## src/hw/rtl/aldc_pkg.sv

```systemverilog
// Package: types, codes and constants of the list download client.
`timescale 1ns / 1ps
`default_nettype none
package aldc_pkg;

	localparam int unsigned CmdW   = 3;
	localparam int unsigned KindW  = 3;
	localparam int unsigned CodeW  = 2;
	localparam int unsigned SeqW   = 16;
	localparam int unsigned LimitW = 4;
	localparam int unsigned RetryW = 5;

	localparam logic [LimitW-1:0] RETRY_LIMIT_RESET = LimitW'(3);
	localparam logic [RetryW-1:0] RETRY_MAX         = {RetryW{1'b1}};

	typedef enum logic [CmdW-1:0] {
		CMD_START  = 3'd0,
		CMD_COUNT  = 3'd1,
		CMD_ITEM   = 3'd2,
		CMD_TICK   = 3'd3,
		CMD_CANCEL = 3'd4
	} cmd_t;

	typedef enum logic [KindW-1:0] {
		KIND_NONE                 = 3'd0,
		KIND_LIST                 = 3'd1,
		KIND_READ                 = 3'd2,
		KIND_CHECK_LIST_ACCEPTED  = 3'd3,
		KIND_CHECK_LIST_CANCELLED = 3'd4
	} kind_t;

	typedef enum logic [CodeW-1:0] {
		RES_OK      = 2'd0,
		RES_CONN    = 2'd1,
		RES_TIMEOUT = 2'd2,
		RES_CANCEL  = 2'd3
	} code_t;

	typedef enum logic [1:0] {
		PH_IDLE = 2'd0,
		PH_LIST = 2'd1,
		PH_ITEM = 2'd2
	} phase_t;

	typedef struct packed {
		logic [CmdW-1:0] command;
		logic [SeqW-1:0] count_value;
		logic [SeqW-1:0] item_index;
		logic            send_accepted;
	} in_word_t;

	typedef struct packed {
		logic [KindW-1:0] send_kind;
		logic [SeqW-1:0]  send_sequence;
		logic             item_stored;
		logic [SeqW-1:0]  stored_index;
		logic             finished;
		logic [CodeW-1:0] result_code;
	} out_word_t;

	typedef struct packed {
		phase_t            phase;
		logic [RetryW-1:0] retries_done;
		logic [SeqW-1:0]   next_sequence;
		logic [SeqW-1:0]   expected_count;
	} state_t;

endpackage
`default_nettype wire

```

## src/hw/rtl/aldc_channels.sv

```systemverilog
// Interfaces: event, result and configuration channels.
`timescale 1ns / 1ps
`default_nettype none
interface aldc_in_if;
	logic                          valid;
	logic                          ready;
	logic [aldc_pkg::CmdW-1:0]     command;
	logic [aldc_pkg::SeqW-1:0]     count_value;
	logic [aldc_pkg::SeqW-1:0]     item_index;
	logic                          send_accepted;

	modport source (output valid, command, count_value, item_index, send_accepted,
		input ready);
	modport sink (input valid, command, count_value, item_index, send_accepted,
		output ready);
endinterface

interface aldc_out_if;
	logic                          valid;
	logic                          ready;
	logic [aldc_pkg::KindW-1:0]    send_kind;
	logic [aldc_pkg::SeqW-1:0]     send_sequence;
	logic                          item_stored;
	logic [aldc_pkg::SeqW-1:0]     stored_index;
	logic                          finished;
	logic [aldc_pkg::CodeW-1:0]    result_code;

	modport source (output valid, send_kind, send_sequence, item_stored, stored_index,
		finished, result_code, input ready);
	modport sink (input valid, send_kind, send_sequence, item_stored, stored_index,
		finished, result_code, output ready);
endinterface

interface aldc_cfg_if;
	logic                          valid;
	logic                          ready;
	logic [aldc_pkg::LimitW-1:0]   data;

	modport source (output valid, data, input ready);
	modport sink (input valid, data, output ready);
endinterface
`default_nettype wire

```

## src/hw/rtl/aldc_step.sv

```systemverilog
// Step logic: next protocol state and result word for one event.
`timescale 1ns / 1ps
`default_nettype none
module aldc_step (
	input  aldc_pkg::in_word_t            in_word,
	input  aldc_pkg::state_t              cur,
	input  logic [aldc_pkg::LimitW-1:0]   retry_limit,
	output aldc_pkg::state_t              nxt,
	output aldc_pkg::out_word_t           res
);

	aldc_pkg::phase_t   phase_eff;
	logic               do_req;
	aldc_pkg::kind_t    req_kind;
	logic               do_ack;
	aldc_pkg::kind_t    ack_kind;
	aldc_pkg::code_t    ack_code;
	logic               do_fin;
	aldc_pkg::code_t    fin_code;
	logic               last_item;
	logic               ok;

	assign ok = in_word.send_accepted;
	assign last_item = ({1'b0, cur.next_sequence} + 17'd1) == {1'b0, cur.expected_count};

	always_comb begin
		case (cur.phase)
			aldc_pkg::PH_LIST: phase_eff = aldc_pkg::PH_LIST;
			aldc_pkg::PH_ITEM: phase_eff = aldc_pkg::PH_ITEM;
			default:           phase_eff = aldc_pkg::PH_IDLE;
		endcase
	end

	always_comb begin
		nxt       = cur;
		nxt.phase = phase_eff;
		res       = '0;
		do_req    = 1'b0;
		req_kind  = aldc_pkg::KIND_NONE;
		do_ack    = 1'b0;
		ack_kind  = aldc_pkg::KIND_NONE;
		ack_code  = aldc_pkg::RES_OK;
		do_fin    = 1'b0;
		fin_code  = aldc_pkg::RES_OK;

		case (aldc_pkg::cmd_t'(in_word.command))
			aldc_pkg::CMD_START: begin
				nxt.phase        = aldc_pkg::PH_LIST;
				nxt.retries_done = '0;
				do_req           = 1'b1;
				req_kind         = aldc_pkg::KIND_LIST;
			end
			aldc_pkg::CMD_COUNT: begin
				if (phase_eff != aldc_pkg::PH_IDLE) begin
					if (in_word.count_value == '0) begin
						do_ack   = 1'b1;
						ack_kind = aldc_pkg::KIND_CHECK_LIST_ACCEPTED;
						ack_code = aldc_pkg::RES_OK;
					end else begin
						nxt.next_sequence  = '0;
						nxt.phase          = aldc_pkg::PH_ITEM;
						nxt.retries_done   = '0;
						nxt.expected_count = in_word.count_value;
						do_req             = 1'b1;
						req_kind           = aldc_pkg::KIND_READ;
					end
				end
			end
			aldc_pkg::CMD_ITEM: begin
				if (phase_eff == aldc_pkg::PH_ITEM) begin
					res.item_stored  = 1'b1;
					res.stored_index = in_word.item_index;
					if (last_item) begin
						do_ack   = 1'b1;
						ack_kind = aldc_pkg::KIND_CHECK_LIST_ACCEPTED;
						ack_code = aldc_pkg::RES_OK;
					end else begin
						// index wraps to zero after the top value
						nxt.next_sequence = in_word.item_index + aldc_pkg::SeqW'(1);
						nxt.retries_done  = '0;
						do_req            = 1'b1;
						req_kind          = aldc_pkg::KIND_READ;
					end
				end
			end
			aldc_pkg::CMD_TICK: begin
				if (phase_eff != aldc_pkg::PH_IDLE) begin
					if (cur.retries_done >= {1'b0, retry_limit}) begin
						do_fin   = 1'b1;
						fin_code = aldc_pkg::RES_TIMEOUT;
					end else begin
						do_req   = 1'b1;
						req_kind = (phase_eff == aldc_pkg::PH_LIST) ? aldc_pkg::KIND_LIST
							: aldc_pkg::KIND_READ;
					end
				end
			end
			aldc_pkg::CMD_CANCEL: begin
				if (phase_eff != aldc_pkg::PH_IDLE) begin
					do_ack   = 1'b1;
					ack_kind = aldc_pkg::KIND_CHECK_LIST_CANCELLED;
					ack_code = aldc_pkg::RES_CANCEL;
				end
			end
			default: begin
			end
		endcase

		if (do_req) begin
			res.send_kind = req_kind;
			if (req_kind == aldc_pkg::KIND_READ) begin
				res.send_sequence = nxt.next_sequence;
			end
			if (!ok) begin
				do_fin   = 1'b1;
				fin_code = aldc_pkg::RES_CONN;
			end else if (nxt.retries_done != aldc_pkg::RETRY_MAX) begin
				nxt.retries_done = nxt.retries_done + aldc_pkg::RetryW'(1);
			end
		end

		if (do_ack) begin
			res.send_kind = ack_kind;
			do_fin        = 1'b1;
			fin_code      = ok ? ack_code : aldc_pkg::RES_CONN;
		end

		if (do_fin) begin
			res.finished    = 1'b1;
			res.result_code = fin_code;
			nxt.phase       = aldc_pkg::PH_IDLE;
		end
	end

endmodule
`default_nettype wire

```

## src/hw/rtl/alarm_list_download_client_unit.sv

```systemverilog
// Top level: list download client with input and result registers.
// Result path: an accepted event is held in the input reg, then its result word in the result reg.
// Throughput: one event per cycle unless out_ch stalls; the step logic sits between the two registers.
// Input ready drops only while both the input reg and a stalled result reg are full.
// Reset: asynchronous, clears valids, phase to idle, counters to zero, retry_limit to 3.
`timescale 1ns / 1ps
`default_nettype none
module alarm_list_download_client_unit (
	input  wire logic     clk,
	input  wire logic     arst_n,
	aldc_in_if.sink       in_ch,
	aldc_out_if.source    out_ch,
	aldc_cfg_if.sink      cfg_ch
);

	aldc_pkg::in_word_t            in_s1;
	logic                          valid_s1;
	aldc_pkg::state_t              state_q;
	aldc_pkg::state_t              state_nxt;
	aldc_pkg::out_word_t           res_nxt;
	aldc_pkg::out_word_t           out_s2;
	logic                          valid_s2;
	logic [aldc_pkg::LimitW-1:0]   retry_limit_q;
	logic                          adv_s1;
	logic                          take_in;

	assign adv_s1  = valid_s1 && (!valid_s2 || out_ch.ready);
	assign in_ch.ready = !valid_s1 || adv_s1;
	assign take_in = in_ch.valid && in_ch.ready;
	assign cfg_ch.ready = 1'b1;

	always_ff @(posedge clk or negedge arst_n) begin
		if (!arst_n) begin
			retry_limit_q <= aldc_pkg::RETRY_LIMIT_RESET;
		end else if (cfg_ch.valid) begin
			retry_limit_q <= cfg_ch.data;
		end
	end

	always_ff @(posedge clk or negedge arst_n) begin
		if (!arst_n) begin
			valid_s1 <= 1'b0;
		end else if (in_ch.ready) begin
			valid_s1 <= in_ch.valid;
		end
	end

	always_ff @(posedge clk) begin
		if (take_in) begin
			in_s1.command       <= in_ch.command;
			in_s1.count_value   <= in_ch.count_value;
			in_s1.item_index    <= in_ch.item_index;
			in_s1.send_accepted <= in_ch.send_accepted;
		end
	end

	aldc_step u_step (
		.in_word     (in_s1),
		.cur         (state_q),
		.retry_limit (retry_limit_q),
		.nxt         (state_nxt),
		.res         (res_nxt)
	);

	always_ff @(posedge clk or negedge arst_n) begin
		if (!arst_n) begin
			state_q.phase          <= aldc_pkg::PH_IDLE;
			state_q.retries_done   <= '0;
			state_q.next_sequence  <= '0;
			state_q.expected_count <= '0;
			valid_s2               <= 1'b0;
		end else begin
			if (adv_s1) begin
				state_q  <= state_nxt;
				valid_s2 <= 1'b1;
			end else if (out_ch.ready) begin
				valid_s2 <= 1'b0;
			end
		end
	end

	always_ff @(posedge clk) begin
		if (adv_s1) begin
			out_s2 <= res_nxt;
		end
	end

	assign out_ch.valid         = valid_s2;
	assign out_ch.send_kind     = out_s2.send_kind;
	assign out_ch.send_sequence = out_s2.send_sequence;
	assign out_ch.item_stored   = out_s2.item_stored;
	assign out_ch.stored_index  = out_s2.stored_index;
	assign out_ch.finished      = out_s2.finished;
	assign out_ch.result_code   = out_s2.result_code;

endmodule
`default_nettype wire

```

## src/flat_wrapper.sv

```systemverilog
// flat-port wrapper written by rule: the top's interface ports become plain ports
module alarm_list_download_client_unit_flat 
  (clk, arst_n, in_ch_valid, in_ch_command, in_ch_count_value, in_ch_item_index, in_ch_send_accepted, in_ch_ready, out_ch_valid, out_ch_send_kind, out_ch_send_sequence, out_ch_item_stored, out_ch_stored_index, out_ch_finished, out_ch_result_code, out_ch_ready, cfg_ch_valid, cfg_ch_data, cfg_ch_ready);
  aldc_in_if in_ch_i ();
  aldc_out_if out_ch_i ();
  aldc_cfg_if cfg_ch_i ();
  input  wire logic clk;
  input  wire logic arst_n;
  input wire logic [$bits(in_ch_i.valid)-1:0] in_ch_valid;
  input wire logic [$bits(in_ch_i.command)-1:0] in_ch_command;
  input wire logic [$bits(in_ch_i.count_value)-1:0] in_ch_count_value;
  input wire logic [$bits(in_ch_i.item_index)-1:0] in_ch_item_index;
  input wire logic [$bits(in_ch_i.send_accepted)-1:0] in_ch_send_accepted;
  output wire logic [$bits(in_ch_i.ready)-1:0] in_ch_ready;
  output wire logic [$bits(out_ch_i.valid)-1:0] out_ch_valid;
  output wire logic [$bits(out_ch_i.send_kind)-1:0] out_ch_send_kind;
  output wire logic [$bits(out_ch_i.send_sequence)-1:0] out_ch_send_sequence;
  output wire logic [$bits(out_ch_i.item_stored)-1:0] out_ch_item_stored;
  output wire logic [$bits(out_ch_i.stored_index)-1:0] out_ch_stored_index;
  output wire logic [$bits(out_ch_i.finished)-1:0] out_ch_finished;
  output wire logic [$bits(out_ch_i.result_code)-1:0] out_ch_result_code;
  input wire logic [$bits(out_ch_i.ready)-1:0] out_ch_ready;
  input wire logic [$bits(cfg_ch_i.valid)-1:0] cfg_ch_valid;
  input wire logic [$bits(cfg_ch_i.data)-1:0] cfg_ch_data;
  output wire logic [$bits(cfg_ch_i.ready)-1:0] cfg_ch_ready;
  assign in_ch_i.valid = in_ch_valid;
  assign in_ch_i.command = in_ch_command;
  assign in_ch_i.count_value = in_ch_count_value;
  assign in_ch_i.item_index = in_ch_item_index;
  assign in_ch_i.send_accepted = in_ch_send_accepted;
  assign in_ch_ready = in_ch_i.ready;
  assign out_ch_valid = out_ch_i.valid;
  assign out_ch_send_kind = out_ch_i.send_kind;
  assign out_ch_send_sequence = out_ch_i.send_sequence;
  assign out_ch_item_stored = out_ch_i.item_stored;
  assign out_ch_stored_index = out_ch_i.stored_index;
  assign out_ch_finished = out_ch_i.finished;
  assign out_ch_result_code = out_ch_i.result_code;
  assign out_ch_i.ready = out_ch_ready;
  assign cfg_ch_i.valid = cfg_ch_valid;
  assign cfg_ch_i.data = cfg_ch_data;
  assign cfg_ch_ready = cfg_ch_i.ready;
  alarm_list_download_client_unit u_core (.clk(clk), .arst_n(arst_n), .in_ch(in_ch_i), .out_ch(out_ch_i), .cfg_ch(cfg_ch_i));
endmodule
```

## config.mk

```make
export PLATFORM = sky130hd
export DESIGN_NAME = alarm_list_download_client_unit_flat
export DESIGN_NICKNAME = d
export VERILOG_FILES = /design/src/hw/rtl/aldc_pkg.sv /design/src/hw/rtl/aldc_channels.sv /design/src/hw/rtl/aldc_step.sv /design/src/hw/rtl/alarm_list_download_client_unit.sv /design/src/flat_wrapper.sv
export SDC_FILE = /design/constraint.sdc
export NUM_CORES = 1
export LEC_CHECK = 0
export ABC_CLOCK_PERIOD_IN_PS = 4420
export BUFFER_PORTS_ARGS = -buffer_cell sky130_fd_sc_hd__buf_4
export CAP_MARGIN = 10
export CORE_MARGIN = 4
export CORE_UTILIZATION = 48
export CTS_CLUSTER_SIZE = 24
export DETAILED_ROUTE_END_ITERATION = 6
export MAX_ROUTING_LAYER = met4
export PLACE_DENSITY = 0.69
export SLEW_MARGIN = 20
export SYNTH_ARGS = -nofsm -noshare
export SYNTH_HDL_FRONTEND = slang
export SYNTH_SLANG_ARGS = --single-unit
```

## constraint.sdc

```tcl
create_clock -name clk -period 4.42 [get_ports clk]
set_input_delay 0.884 -clock clk [delete_from_list [all_inputs] [get_ports clk]]
set_output_delay 0.884 -clock clk [all_outputs]
set_load 0.005 [all_outputs]
```

Word level (Yosys, flattened, before mapping):

Index checks and enable logic that the tools add are counted.

* bits in registers: 120
* output and inout port bits: 42
* logic and storage cells: 107

* $add $sub $neg: 3
* magnitude comparators: 1
* eq/ne operators: 11
* multiplexer cells: 61
* bitwise operators: 1
* reductions and logical operators: 13

Operators with widths (count)
* 39-bit two-way mux: 2
* 2-bit two-way mux: 21
* 21-bit two-way mux: 2
* 16-bit one-hot mux with 2 select lines: 1
* 1-bit two-way mux: 19
* 19-bit two-way mux: 1
* 16-bit by 1-bit adder with 17-bit output, second input constant: 1
* 17-bit by 16-bit == test with 1-bit output: 1
* 17-bit two-way mux: 1
* 16-bit by 1-bit adder with 16-bit output, second input constant: 1
* 16-bit zero test: 1
* 16-bit two-way mux: 1
* 5-bit two-way mux: 3
* 5-bit one-hot mux with 3 select lines: 1
* 3-bit by 2-bit == test with 1-bit output, second input constant: 3
* 3-bit two-way mux: 3
* 3-bit one-hot mux with 3 select lines: 1
* 2-bit one-hot mux with 2 select lines: 2
* 2-bit one-hot mux with 4 select lines: 1
* 5-bit by 1-bit adder with 5-bit output, second input constant: 1
* 5-bit by 4-bit greater-or-equal comparator with 1-bit output: 1
* 5-bit != test, second input constant: 1
* 2-bit by 1-bit == test with 1-bit output, second input constant: 2
* 2-bit == test, second input constant: 2
* 12 further kinds: 17

Depth between registers and ports, before layout:

* word-level depth: 11
* gate-level depth with buffers: 14
* mapped depth without buffers: 14

Cells and area by module:

From an unflattened synthesis, not the netlist that was laid out.

* cells, all modules: 468
* area total of the unflattened synthesis: 6182.2 µm²

By module, submodules not included
* alarm_list_download_client_unit: times used 1, cells an instance 176, area an instance 4122.7 µm²
* aldc_step: times used 1, cells an instance 292, area an instance 2059.5 µm²

Least setup slack after synthesis:

Ideal clock, no wire load.

* kind: register to register
* start: register u_core.state_q[16] in the netlist's numbering
* end: register u_core.state_q[34] in the netlist's numbering
* library setup time: 0.094 ns
* arrival: 3.380 ns
* data required time: 4.326 ns
* setup slack: 0.946 ns
* stages on the path, launching flop included: 15
* path buffers: 0
* period minus slack after synthesis: 3.474 ns
* cell sequence: dfrtp_1 -> ha_1 -> and3_2 -> or4b_1 -> a31oi_1 -> o32ai_1 -> a2111o_1 -> a31oi_1 -> and2_1 -> ha_1 -> and3_1 -> nand3_1 -> a31oi_1 -> nor2_1 -> a211oi_1

* longest elaborated chain between the ends: 9

RTL lines
* from (decl): line alarm_list_download_client_unit.sv:18 `aldc_pkg::state_t state_q;`
* from (signal assigned): line alarm_list_download_client_unit.sv:74 `state_q <= state_nxt;`
* 16-bit by 1-bit adder with 17-bit output *: line aldc_step.sv:24 `assign last_item = ({1'b0, cur.next_sequence} + 17'd1) == {1'b0, cur.expected_count};`
* 17-bit by 16-bit == test with 1-bit output *: line aldc_step.sv:24
* 21-bit two-way mux: line aldc_step.sv:73 `if (last_item) begin`
* 21-bit two-way mux: line aldc_step.sv:70 `if (phase_eff == aldc_pkg::PH_ITEM) begin`
* 5-bit one-hot mux with 3 select lines: line aldc_step.sv:46 `case (aldc_pkg::cmd_t'(in_word.command))`
* 5-bit by 1-bit adder with 5-bit output / 5-bit != test (equally long branches): line aldc_step.sv:118, aldc_step.sv:117
* 5-bit two-way mux: line aldc_step.sv:117 `end else if (nxt.retries_done != aldc_pkg::RETRY_MAX) begin`
* 5-bit two-way mux: line aldc_step.sv:114 `if (!ok) begin`
* 5-bit two-way mux *: line aldc_step.sv:109 `if (do_req) begin`

Mark *: on every way between the ends. The rest lies on a longest branch, timed or not.
A chain may end at the register's enable or synchronous reset.

Worst setup path after layout:

Same ends and word-level chain as after synthesis.

==> metrics list <==
* Number of H-tree levels: 4
- The number of nets handed over by synthesis was 511.
- The number of antenna violations at the first check in global routing is 0.
* Floorplan row count: 39
* Switch Pwr: 0.001163 W
- Crit Path Max Fanout: 7
* Residual overflow from global routing: 0
- 0 antenna diodes ended up in the layout.
- Crit path arrival time: 4.33 ns
* Internal Pwr Total: 0.002681 W
- The initial utilization of the core area, before any placement, comes to 49.26%.
- After floorplanning, the core was sized to cover 0.01147 mm².
- Clock skew on the completed layout was measured at 0.01518 ns.
- Result of the run: complete, no violations
- In the final timing run, aggregate negative setup slack is 0 ns.
- For this run, design rule violations remaining after detail routing come to 0.
* Endpoint class of the critical path: flip-flop
* CTS root buf: sky130_fd_sc_hd__clkbuf_16
- 87 I/O pins were placed.
* Design Power: 0.003844 W
- Total Wirelength: 12370 µm
- Number of nets in the layout: 603
* Largest net degree at the start of global routing: 47
* Instance count of the mapped netlist: 455
- The path class of the tightest hold or removal check is primary input to asynchronous set/reset pin.
- Final number of max-transition violations: 0
* Port Buf Inserts: 85
- Ratio of routed vias to standard cells: 5.568
- Timing would allow up to 249.1 MHz.
* Largest area contributor in the netlist: sky130_fd_sc_hd__edfxtp_1
* Area overhead of the layout relative to synthesis: 23.03%
* YS warnings: 0
- For this run, the leading register cell type out of synthesis is sky130_fd_sc_hd__edfxtp_1.
- Detailed routing inserted a total of 3914 vias.
* Number of distinct library cells after synthesis: 65
- Share of the yosys chip area belonging to registers: 59.84%
- Mapped cell area: 0.005649 mm²
- Headroom to the max-slew limit: 36.90%
- Sequential Power Share: 43.4%
- Count of clock tree sinks: 120
- Clk pin slew, worst setup/hold paths: 0.06 ns
- Once the clock tree was built, the resizer swapped 0 gates to a different size.
- STA puts the critical path data required time at 4.73 ns.
* Number of buffers inserted for hold repair after clock tree synthesis: 0
- The floorplan step defined a die boundary enclosing 0.01357 mm².
* Inserted Clock Buffers: 17
- CTS tree: yes
* Fraction of the cycle the final worst path needs: 90.82%
- Ratio of cells with drive above 1 in the final layout: 27.14%
* Peak supply drop: 0.4912 mV
- Static leakage: 2.778 nW
* Kind of start point of the critical path: flip-flop
- Wire length of the first global-routing pass: 19920 µm
- Gate power share: 22.8%
- For the pin with the worst max-slew slack, the measured transition is 0.9465 ns.
* Share of the core filled with cells: 60.61%
- Setup repair after global routing missed its margin: false
- Routability-driven placement finished with a final weighted congestion of 0.9078.
- The number of setup buffers added after CTS is 0.
* Worst slack at placement: 0.4682 ns
* EDFF count, synth: 75
- In this run the vertical extent of the chip is 116.5 µm.
* Post-synthesis async set-or-reset flop share: 37.50%
- DR WL/cell: 17.60 µm
* Initial drt markers: 386
- The synthesized design contains 120 register bits.
- After layout, the worst setup slack is 0.4058 ns.
- Max-cap violations: 0
- In this run the horizontal extent of the chip is 116.5 µm.
- Fraction of post-synthesis cell area in the top cell type by area: 39.87%
* Dominant cells by area after synthesis: sky130_fd_sc_hd__edfxtp_1 (40%), sky130_fd_sc_hd__dfrtp_1 (19%), sky130_fd_sc_hd__mux2_2 (3.4%)
- Once detail routing completed, the nets flagged for antenna violations numbered 0.
- Setup violations remaining at the end of the flow were counted as 0.
- Power spread over the standard cell area amounts to 553.1 mW/mm².
* Via count of the first global-routing pass: 3802
- Net switching is 30.26% of the power.
- The clock network is responsible for 33.8% of the overall power.
- Hold timing on the final database bottoms out at a slack of 0.4708 ns.
- Clock Latency Late Sink: 0.41 ns
- Total routing usage reported by global routing: 20.02%
- Detail Placement HPWL: 8871 µm
* Crit path time final: 4.014 ns
- The critical path in this run is classified as flip-flop to flip-flop.
- The clock passes through at most 2 buffers.
- Count of endpoints failing hold in the final timing report: 0
* Mean instance size in the synthesized netlist: 12.42 µm²
* DR pass1 iterations: 5
path summary, 6_finish.rpt:
path / start / to / slack, ns / cells past startpoint
setup / recovery: u_core.state_q[16]$_DFFE_PN0P_ / u_core.state_q[34]$_DFFE_PN0P_ / 0.41 / 14
hold / removal: arst_n / u_core.retry_limit_q[2]$_DFFE_PN0P_ / 0.47 / 1
setup reg to reg: u_core.state_q[16]$_DFFE_PN0P_ / u_core.state_q[34]$_DFFE_PN0P_ / 0.41 / 14
hold reg to reg: u_core.in_s1[25]$_DFFE_PP_ / u_core.state_q[8]$_DFFE_PN0P_ / 0.50 / 1
max in group asynchronous: arst_n / u_core.state_q[8]$_DFFE_PN0P_ / 3.54 / 1
min in group clk: u_core.in_s1[25]$_DFFE_PP_ / u_core.state_q[8]$_DFFE_PN0P_ / 0.50 / 1
state kept, by name, indices dropped and copies added, names as in the netlist:
| name | flops |
|---|---|
| u_core.in_s1 | 36 |
| u_core.out_ch.finished | 1 |
| u_core.out_ch.item_stored | 1 |
| u_core.out_ch.result_code | 2 |
| u_core.out_ch.send_kind | 3 |
| u_core.out_ch.send_sequence | 16 |
| u_core.out_ch.stored_index | 16 |
| u_core.out_ch.valid | 1 |
| u_core.retry_limit_q | 4 |
| u_core.state_q | 39 |
| u_core.valid_s1 | 1 |
kinds of logic after synthesis:
group	count (synthesis)	synth area share (%)
AND/OR/NAND/NOR	159	15.44
flip-flops	120	59.84
AO/OA/AOI/OAI	82	10.30
XOR/XNOR	34	5.537
buffers and inverters	30	2.813
multiplexers	18	3.566
adder cells (fa/ha/maj)	11	2.436
other	1	0.06638
power groups by stage:
stage	Sequential (W)	Clock [W]	Combinational, W
5_1_grt	0.00170	0.00138	0.000974
6_report	0.00167	0.00130	0.000878
3_3_place_gp	0.00167	0	0.000866
3_5_place_dp	0.00168	0	0.000873
4_1_cts	0.00166	0.00133	0.000881
2_1_floorplan	0.00157	0	0.000716
per-stage QoR:
step / std cells / area (µm²)
detailed placement: 671 / 6390
global route: 703 / 6950
global placement: 671 / 6390
CTS: 703 / 6950
finish: 703 / 6950
floorplan: 455 / 5649
worst max-delay path, cell delays in order (launching register included):
cell	delay (ns)
sky130_fd_sc_hd__dfrtp_1	0.50
sky130_fd_sc_hd__ha_1	0.24
sky130_fd_sc_hd__and3_2	0.23
sky130_fd_sc_hd__or4b_1	0.44
sky130_fd_sc_hd__a31oi_1	0.16
sky130_fd_sc_hd__o32ai_1	0.13
sky130_fd_sc_hd__a2111o_1	0.51
sky130_fd_sc_hd__a31oi_1	0.44
sky130_fd_sc_hd__and2_1	0.23
sky130_fd_sc_hd__ha_1	0.19
sky130_fd_sc_hd__and3_1	0.19
sky130_fd_sc_hd__nand3_1	0.11
sky130_fd_sc_hd__a31oi_1	0.24
sky130_fd_sc_hd__nor2_1	0.06
sky130_fd_sc_hd__a211oi_1	0.23
layout make-up:
class,instances,area [µm²]
fill,915,4517
clock inverter,14,131.4
inverter,14,52.55
multi-input combinational,305,2110
clock buffer,18,429.2
tap,143,178.9
sequential,120,3381
timing repair buffer,89,668.1
layout by cell type (no fill, tap or decap), types with 3 or more instances in the layout:
master	count
sky130_fd_sc_hd__a21o_1	5
sky130_fd_sc_hd__a21oi_1	6
sky130_fd_sc_hd__a31oi_1	4
sky130_fd_sc_hd__and2_1	20
sky130_fd_sc_hd__and3_1	7
sky130_fd_sc_hd__buf_4	89
sky130_fd_sc_hd__clkbuf_16	17
sky130_fd_sc_hd__clkinv_2	5
sky130_fd_sc_hd__clkinvlp_4	4
sky130_fd_sc_hd__dfrtp_1	43
sky130_fd_sc_hd__edfxtp_1	75
sky130_fd_sc_hd__ha_1	11
sky130_fd_sc_hd__inv_1	13
sky130_fd_sc_hd__mux2_2	17
sky130_fd_sc_hd__nand2_1	36
sky130_fd_sc_hd__nand2b_1	8
sky130_fd_sc_hd__nand3_1	19
sky130_fd_sc_hd__nand3b_1	3
sky130_fd_sc_hd__nand4_1	9
sky130_fd_sc_hd__nor2_1	18
sky130_fd_sc_hd__nor2b_1	5
sky130_fd_sc_hd__nor3_1	8
sky130_fd_sc_hd__nor4_1	8
sky130_fd_sc_hd__o211ai_1	4
sky130_fd_sc_hd__o21ai_0	24
sky130_fd_sc_hd__o2bb2ai_1	16
sky130_fd_sc_hd__xnor2_1	17
sky130_fd_sc_hd__xor2_1	16
cell usage after synthesis, types with 2 or more instances:
library cell	n
sky130_fd_sc_hd__a2111oi_0	2
sky130_fd_sc_hd__a211oi_1	2
sky130_fd_sc_hd__a21boi_0	2
sky130_fd_sc_hd__a21o_1	5
sky130_fd_sc_hd__a21oi_1	6
sky130_fd_sc_hd__a31oi_1	4
sky130_fd_sc_hd__and2_1	20
sky130_fd_sc_hd__and3_1	7
sky130_fd_sc_hd__buf_4	5
sky130_fd_sc_hd__clkbuf_1	7
sky130_fd_sc_hd__clkbuf_8	2
sky130_fd_sc_hd__dfrtp_1	43
sky130_fd_sc_hd__dfstp_2	2
sky130_fd_sc_hd__edfxtp_1	75
sky130_fd_sc_hd__ha_1	11
sky130_fd_sc_hd__inv_1	13
sky130_fd_sc_hd__mux2_2	17
sky130_fd_sc_hd__nand2_1	36
sky130_fd_sc_hd__nand2_2	2
sky130_fd_sc_hd__nand2b_1	8
sky130_fd_sc_hd__nand3_1	19
sky130_fd_sc_hd__nand3b_1	3
sky130_fd_sc_hd__nand4_1	9
sky130_fd_sc_hd__nor2_1	18
sky130_fd_sc_hd__nor2b_1	5
sky130_fd_sc_hd__nor3_1	8
sky130_fd_sc_hd__nor4_1	8
sky130_fd_sc_hd__o211ai_1	4
sky130_fd_sc_hd__o21ai_0	24
sky130_fd_sc_hd__o21bai_1	2
sky130_fd_sc_hd__o22ai_1	2
sky130_fd_sc_hd__o2bb2ai_1	16
sky130_fd_sc_hd__o31ai_1	2
sky130_fd_sc_hd__or2_2	2
sky130_fd_sc_hd__or3_1	2
sky130_fd_sc_hd__or4_1	2
sky130_fd_sc_hd__xnor2_1	17
sky130_fd_sc_hd__xor2_1	16
per-layer routing:
layer / vias up / global-route usage (%) / share of wire (%) / wire (µm)
met5: - / - / 0 / 0
met4: 0 / 7.193 / 2.0 / 242
met3: 17 / 5.596 / 7.2 / 892
met2: 151 / 28.76 / 46 / 5670
met1: 1873 / 27.34 / 45 / 5569
li1: 1873 / - / - / -
(Power assumes the default switching activity.)
